<file path="config.mk">
export PLATFORM = sky130hd
export DESIGN_NAME = pid_and_task_slot_allocator
export DESIGN_NICKNAME = d
export VERILOG_FILES = /design/src/rtl/core/ptsa_pkg.sv /design/src/rtl/core/pid_and_task_slot_allocator.sv
export SDC_FILE = /design/constraint.sdc
export NUM_CORES = 2
export LEC_CHECK = 0
export BUFFER_PORTS_ARGS = -buffer_cell sky130_fd_sc_hd__buf_4
export CAP_MARGIN = 30
export CORE_UTILIZATION = 60
export CTS_CLUSTER_SIZE = 25
export DETAILED_ROUTE_END_ITERATION = 16
export PLACE_DENSITY = 0.77
export SLEW_MARGIN = 20
export SYNTH_ARGS = -nofsm -noshare
export SYNTH_HDL_FRONTEND = slang
export SYNTH_SLANG_ARGS = --single-unit
</file>
<file path="constraint.sdc">
create_clock -name i_clk -period 5.9 [get_ports i_clk]
set_clock_uncertainty 0.15 [all_clocks]
set_input_delay 0.59 -clock i_clk [delete_from_list [all_inputs] [get_ports i_clk]]
set_output_delay 0.59 -clock i_clk [all_outputs]
set_load 0.03 [all_outputs]
</file>
<file path="src/rtl/core/ptsa_pkg.sv">
// ----------------------------------------------------------------------------
// ptsa_pkg
// shared types and constants for the pid and task slot allocator
// ----------------------------------------------------------------------------
package ptsa_pkg;

    localparam int SLOTS_DEF = 64;
    localparam int ID_W      = 31;
    localparam int CMD_W     = 2;
    localparam int SLOT_W    = 6;

    localparam logic [ID_W-1:0] ID_MAX = {ID_W{1'b1}};

    typedef enum logic [CMD_W-1:0] {
        CMD_ALLOC   = 2'd0,
        CMD_OCCUPY  = 2'd1,
        CMD_RELEASE = 2'd2,
        CMD_NOP     = 2'd3
    } t_cmd;

    typedef enum logic [1:0] {
        ST_IDLE,
        ST_SCAN,
        ST_FREE
    } t_state;

endpackage

</file>
<file path="src/rtl/core/pid_and_task_slot_allocator.sv">
// ----------------------------------------------------------------------------
// pid_and_task_slot_allocator
// task slot table with a wrapping process id counter, id clash search and lowest
// free slot search from slot 1, run by a small sequencer over one shared compare
// ----------------------------------------------------------------------------
//
//  channel  | direction | handshake          | payload
//  ---------+-----------+--------------------+---------------------------------
//  request  | in        | i_valid / o_stall  | i_command, i_slot
//  result   | out       | o_valid / i_stall  | o_status, o_slot_index,
//           |           |                    | o_process_id
//
//  occupy, release and no-op: result is registered at the accepting edge,
//  so it is offered in the next cycle
//  allocate: each id candidate is compared against the slot ids, one slot id
//  memory read per cycle through the registered read, restarted with the next
//  candidate on a clash, at most SLOTS+1 candidates; then the free slot scan
//  over slots 1 to SLOTS-1, one valid bit per cycle
//  reset: synchronous, slot 0 valid with id 0, counter zero, no clearing pass
//  a new request is taken only while idle and the result register is empty
//  or being emptied in the same cycle
//
module pid_and_task_slot_allocator #(
    parameter int SLOTS = ptsa_pkg::SLOTS_DEF
) (
    input  logic                      i_clk,
    input  logic                      i_rst_n,
    // request channel
    input  logic                      i_valid,
    output logic                      o_stall,
    input  logic [ptsa_pkg::CMD_W-1:0]  i_command,
    input  logic [ptsa_pkg::SLOT_W-1:0] i_slot,
    // result channel
    output logic                      o_valid,
    input  logic                      i_stall,
    output logic                      o_status,
    output logic [ptsa_pkg::SLOT_W-1:0] o_slot_index,
    output logic [ptsa_pkg::ID_W-1:0]   o_process_id
);

    localparam int IDX_W = (SLOTS > 1) ? $clog2(SLOTS) : 1;
    localparam int TRY_W = $clog2(SLOTS + 2);
    localparam logic [IDX_W-1:0] LAST_IDX = IDX_W'(SLOTS - 1);
    localparam logic [TRY_W-1:0] LAST_TRY = TRY_W'(SLOTS);

    // slot id storage, registered read
    logic [ptsa_pkg::ID_W-1:0] r_mem [SLOTS];
    logic [ptsa_pkg::ID_W-1:0] r_rd_data;

    ptsa_pkg::t_state r_state, n_state;

    logic [SLOTS-1:0]          r_valid, n_valid;
    logic                      r_id0_set, n_id0_set;   // slot 0 id written since reset
    logic [ptsa_pkg::ID_W-1:0] r_last_id, n_last_id;
    logic [TRY_W-1:0]          r_tries, n_tries;
    logic [IDX_W-1:0]          r_addr, n_addr;
    logic                      r_issue, n_issue;       // compare reads still to issue
    logic                      r_rd_vld, n_rd_vld;
    logic [IDX_W-1:0]          r_rd_idx, n_rd_idx;

    logic                      r_out_valid, n_out_valid;
    logic                      r_status, n_status;
    logic [ptsa_pkg::SLOT_W-1:0] r_slot_index, n_slot_index;
    logic [ptsa_pkg::ID_W-1:0]   r_process_id, n_process_id;

    logic                      mem_we;
    logic [IDX_W-1:0]          mem_waddr;

    logic                      out_free;
    logic                      accept;
    logic [IDX_W-1:0]          req_idx;
    logic                      req_in_range;
    logic [ptsa_pkg::ID_W-1:0] next_id;
    logic [ptsa_pkg::ID_W-1:0] cmp_id;
    logic                      clash;
    logic                      last_cmp;

    assign out_free     = !r_out_valid || !i_stall;
    assign o_stall      = !((r_state == ptsa_pkg::ST_IDLE) && out_free);
    assign accept       = i_valid && !o_stall;
    assign req_idx      = IDX_W'(i_slot);
    assign req_in_range = (32'(i_slot) < SLOTS);

    // shared incrementer with wrap to 1
    assign next_id = (r_last_id == ptsa_pkg::ID_MAX) ? ptsa_pkg::ID_W'(1)
                                                    : r_last_id + 1'b1;

    // shared compare: slot 0 reads as id 0 until first occupied
    assign cmp_id   = ((r_rd_idx == '0) && !r_id0_set) ? '0 : r_rd_data;
    assign clash    = r_rd_vld && r_valid[r_rd_idx] && (cmp_id == r_last_id);
    assign last_cmp = r_rd_vld && (r_rd_idx == LAST_IDX);

    assign o_valid      = r_out_valid;
    assign o_status     = r_status;
    assign o_slot_index = r_slot_index;
    assign o_process_id = r_process_id;

    // next state and datapath control
    always_comb begin
        n_state      = r_state;
        n_valid      = r_valid;
        n_id0_set    = r_id0_set;
        n_last_id    = r_last_id;
        n_tries      = r_tries;
        n_addr       = r_addr;
        n_issue      = r_issue;
        n_rd_vld     = 1'b0;
        n_rd_idx     = r_addr;
        n_out_valid  = r_out_valid && i_stall;
        n_status     = r_status;
        n_slot_index = r_slot_index;
        n_process_id = r_process_id;
        mem_we       = 1'b0;
        mem_waddr    = req_idx;

        case (r_state)
            ptsa_pkg::ST_IDLE: begin
                if (accept) begin
                    case (ptsa_pkg::t_cmd'(i_command))
                        ptsa_pkg::CMD_ALLOC: begin
                            n_last_id = next_id;
                            n_tries   = '0;
                            n_addr    = '0;
                            n_issue   = 1'b1;
                            n_state   = ptsa_pkg::ST_SCAN;
                        end
                        ptsa_pkg::CMD_OCCUPY: begin
                            if (req_in_range) begin
                                n_valid[req_idx] = 1'b1;
                                mem_we           = 1'b1;
                                if (req_idx == '0) begin
                                    n_id0_set = 1'b1;
                                end
                            end
                            n_out_valid  = 1'b1;
                            n_status     = 1'b0;
                            n_slot_index = i_slot;
                            n_process_id = r_last_id;
                        end
                        ptsa_pkg::CMD_RELEASE: begin
                            if (req_in_range) begin
                                n_valid[req_idx] = 1'b0;
                            end
                            n_out_valid  = 1'b1;
                            n_status     = 1'b0;
                            n_slot_index = i_slot;
                            n_process_id = r_last_id;
                        end
                        default: begin
                            n_out_valid  = 1'b1;
                            n_status     = 1'b0;
                            n_slot_index = i_slot;
                            n_process_id = r_last_id;
                        end
                    endcase
                end
            end

            ptsa_pkg::ST_SCAN: begin
                // issue one read per cycle
                if (r_issue) begin
                    n_rd_vld = 1'b1;
                    n_addr   = r_addr + 1'b1;
                    if (r_addr == LAST_IDX) begin
                        n_issue = 1'b0;
                    end
                end
                if (clash) begin
                    if (r_tries == LAST_TRY) begin
                        n_state  = ptsa_pkg::ST_FREE;
                        n_addr   = IDX_W'(1);
                        n_issue  = 1'b0;
                        n_rd_vld = 1'b0;
                    end else begin
                        // restart with the next candidate
                        n_last_id = next_id;
                        n_tries   = r_tries + 1'b1;
                        n_addr    = '0;
                        n_issue   = 1'b1;
                        n_rd_vld  = 1'b0;
                    end
                end else if (last_cmp) begin
                    n_state  = ptsa_pkg::ST_FREE;
                    n_addr   = IDX_W'(1);
                    n_issue  = 1'b0;
                    n_rd_vld = 1'b0;
                end
            end

            ptsa_pkg::ST_FREE: begin
                // result register is empty here: nothing was loaded for allocate
                if (!r_valid[r_addr]) begin
                    n_status     = 1'b0;
                    n_slot_index = ptsa_pkg::SLOT_W'(r_addr);
                    n_process_id = r_last_id;
                    n_out_valid  = 1'b1;
                    n_state      = ptsa_pkg::ST_IDLE;
                end else if (r_addr == LAST_IDX) begin
                    n_status     = 1'b1;
                    n_slot_index = '0;
                    n_process_id = r_last_id;
                    n_out_valid  = 1'b1;
                    n_state      = ptsa_pkg::ST_IDLE;
                end else begin
                    n_addr = r_addr + 1'b1;
                end
            end

            default: begin
                n_state = ptsa_pkg::ST_IDLE;
            end
        endcase
    end

    // state and control registers
    always_ff @(posedge i_clk) begin
        if (!i_rst_n) begin
            r_state     <= ptsa_pkg::ST_IDLE;
            r_valid     <= {{(SLOTS-1){1'b0}}, 1'b1};
            r_id0_set   <= 1'b0;
            r_last_id   <= '0;
            r_tries     <= '0;
            r_addr      <= '0;
            r_issue     <= 1'b0;
            r_rd_vld    <= 1'b0;
            r_out_valid <= 1'b0;
        end else begin
            r_state     <= n_state;
            r_valid     <= n_valid;
            r_id0_set   <= n_id0_set;
            r_last_id   <= n_last_id;
            r_tries     <= n_tries;
            r_addr      <= n_addr;
            r_issue     <= n_issue;
            r_rd_vld    <= n_rd_vld;
            r_out_valid <= n_out_valid;
        end
    end

    // payload registers
    always_ff @(posedge i_clk) begin
        r_rd_idx     <= n_rd_idx;
        r_status     <= n_status;
        r_slot_index <= n_slot_index;
        r_process_id <= n_process_id;
    end

    // slot id memory
    always_ff @(posedge i_clk) begin
        if (mem_we) begin
            r_mem[mem_waddr] <= r_last_id;
        end
        r_rd_data <= r_mem[r_addr];
    end

endmodule
</file>
==> metrics.yaml <==
period_needed_ns: 4.43
dieWidth_um: 377
antenna_found_initial: 19
worst_setup_path_start_kind: "flip-flop"
worst_ep_required_time_ns: 6.51
ys_ff_latch: 2173
syn_avg_cell_area_um2: 21.6
die-area_mm2: 0.142
cts_htree_levels: 4
cts_tree: "built"
setup_viol: 0
synth_top_family_by_area: "multiplexers"
synthAdderAreaFrac_pct: 0.163
cts_resized: 0
wirelength_mm: 232
grt_setup_unrepaired: "no"
final_cell_mix: "edfxtp_1 (2022), mux4_2 (660), clkbuf_16 (205)"
drtIter0Drc: 6955
synth-edff-count: 2022
ant_nets: 0
firstDrtPassIters: 8
syn-instance-count: 3895
crit_arrival_ns: 5.04
final.setup.tns_ns: 0
synthSimpleGateAreaFrac_pct: 2.96
endpoint: "r_last_id[25]"
globalplace.congestion: 0.995
routed-via-count: 44300
ios: 52
synthMuxAreaShare_pct: 17.9
period_share_pct: 75.1
cts_hold_buf: 7
synth_warnings: 0
nets: 4116
clockRootBuffer: "clkbuf_16"
grt_pass1_wl_mm: 326
ys_top_cells_by_area: "edfxtp_1 (72%), mux4_2 (18%), dfxtp_1 (3.6%)"
cts_sinks: 2173
start_util_pct: 60.4
drv_slew: 0
cts.path.max_buffers: 3
synth_top_area_share_pct: 72.0
synthArstFlopShare_pct: 0
dp.cells: 5751
worst_slew_pin_slew_ns: 1.06
r2r_slack_ns: 1.47
die_y_um: 377
r2r_cells: 9
wl_per_cell_um: 37.7
dp_hpwl_mm: 119
cts.clk_slew.worst_paths_ns: 0.06
synth_top_area_cell: "edfxtp_1"
fill_cells: 8196
reg2reg_to: "r_last_id[25]"
synth_xor_area_share_pct: 0.249
crit_start: "r_rd_idx[0]"
grt_max_degree: 119
cp_max_fo: 15
synth_area_mm2: 0.0843
powerDensity_mw_per_mm2: 340
multi_input_area_mm2: 0.0200
peakVddDrop_mv: 0.313
core-area_mm2: 0.140
synth-compound-area-share_pct: 1.87
via_per_inst: 7.20
yosysSeqAreaShare_pct: 75.6
mostFrequentLayoutCell: "edfxtp_1"
slew_headroom_pct: 29.5
status: "finished clean"
ys_types: 75
p_leak_nw: 32.0
area_growth_pct: 12.9
path_class: "reg2reg"
clk_latency_ns: 0.85
final_cells: 6149
hold_viol_final: 0
drive_above_1_share_pct: 30.3
max_freq_ghz: 0.226
overflow: 0
regArea_mm2: 0.0638
cts_buffers: 205
setup.worst_path.end_class: "flip-flop"
rows: 137
grt_use_total_pct: 33.2
portBuffers: 51
drc: 0
maxCapViolCount: 0
cts_setup_buffers: 0
syn-num-nets: 3918
hp-class: "in2reg"
grt_pass1_vias: 43900
synth_flop_cell: "edfxtp_1"
timing.rr.start: "r_rd_idx[0]"
[Yosys cell counts, types with 23 or more instances]
master       n
a31oi_1     26
a211oi_1    68
buf_1       62
nand2_1    109
and3_1      25
xnor2_1     23
nand3_1     24
dfxtp_1    151
inv_1       38
buf_2       36
a21oi_1     28
clkbuf_1   117
mux4_2     660
nor2_1     232
edfxtp_1  2022
[sequential cells by signal, indices dropped and copies added (netlist names), named ones only]
| signal | flops |
|---|---|
| r_state | 2 |
| o_slot_index | 6 |
| r_tries | 7 |
| o_status | 1 |
| r_rd_vld | 1 |
| r_id0_set | 1 |
| o_process_id | 31 |
| r_issue | 1 |
| r_mem | 1984 |
| r_rd_data | 31 |
| n_rd_idx | 6 |
| r_last_id | 31 |
| o_valid | 1 |
| r_rd_idx | 6 |
[critical path, cell delays in order, from the launching register on]
cell	delay [ns]
dfxtp_1	0.60
nor4_4	0.64
and2_1	0.40
nand4_1	0.20
a2111oi_4	0.56
a41oi_2	0.43
buf_4	0.33
nor3_1	0.63
nand2_1	0.19
o21ai_0	0.19
[layer usage]
metal	part of all wire [%]	wire [um]	global-route usage (%)	up-vias
met4	5.3	12200	15.8	16
met5	0.10	241	0	-
li1	-	-	-	16800
met3	13	29700	8.58	736
met1	34	79500	44.8	22900
met2	47	110000	51.2	3828
[per-stage QoR]
stage | worst slack, ns | util, % | hold slack (ns) | power [mW] | cell area, um2
final | 1.47 | 68.2 | 0.125 | 32.3 | 95200
after detailed placement | 1.64 | 63.1 | 0.357 | 19.0 | 88100
after CTS | 1.59 | 68.1 | 0.0398 | 32.4 | 95100
after global placement | 1.68 | 63.0 | 0.336 | 18.9 | 87900
after floorplan | 1.38 | - | 0.179 | 18.4 | 84300
after global routing | 1.22 | 68.2 | 0.0931 | 33.0 | 95200
[worst min-delay path by stage]
stage | slack, ns | startpoint | endpoint | cells after the start
after floorplan | 0.18 | n_rd_idx[5] | r_rd_idx[5] | 0
after global placement | 0.34 | r_state[0] | r_state[0] | 2
after detailed placement | 0.36 | flip-flop | flip-flop | 2
after CTS | 0.04 | i_slot[3] | o_slot_index[3] | 3
after global routing | 0.09 | i_slot[3] | o_slot_index[3] | 3
final | 0.12 | i_slot[3] | o_slot_index[3] | 3
[logic make-up (layout without fill, tap and decap cells)]
family / count (synthesis) / count (layout)
flip-flops: 2173 / 2173
other: 0 / 3
adder cells (fa/ha/maj): 11 / 11
buffers and inverters: 262 / 637
XOR/XNOR: 24 / 24
AO/OA/AOI/OAI: 218 / 218
AND/OR/NAND/NOR: 523 / 523
multiplexers: 684 / 684
[final cells by class]
type / count / area share [%]
Antenna cell: 3 / 0.00789
Clock buffer: 238 / 5.52
Timing Repair Buffer: 211 / 2.02
Tap cell: 1876 / 2.47
Multi-Input combinational cell: 1460 / 21.0
Sequential cell: 2173 / 67.0
Inverter: 42 / 0.176
Clock inverter: 146 / 1.75
[where the power goes]
group / switching (mW) / internal [mW] / total, mW
clock network: 5.85 / 7.77 / 13.6
logic: 1.11 / 0.641 / 1.75
registers: 0.127 / 16.8 / 17.0
total: 7.09 / 25.2 / 32.3
Note: power is estimated with default switching activity, not from simulation.
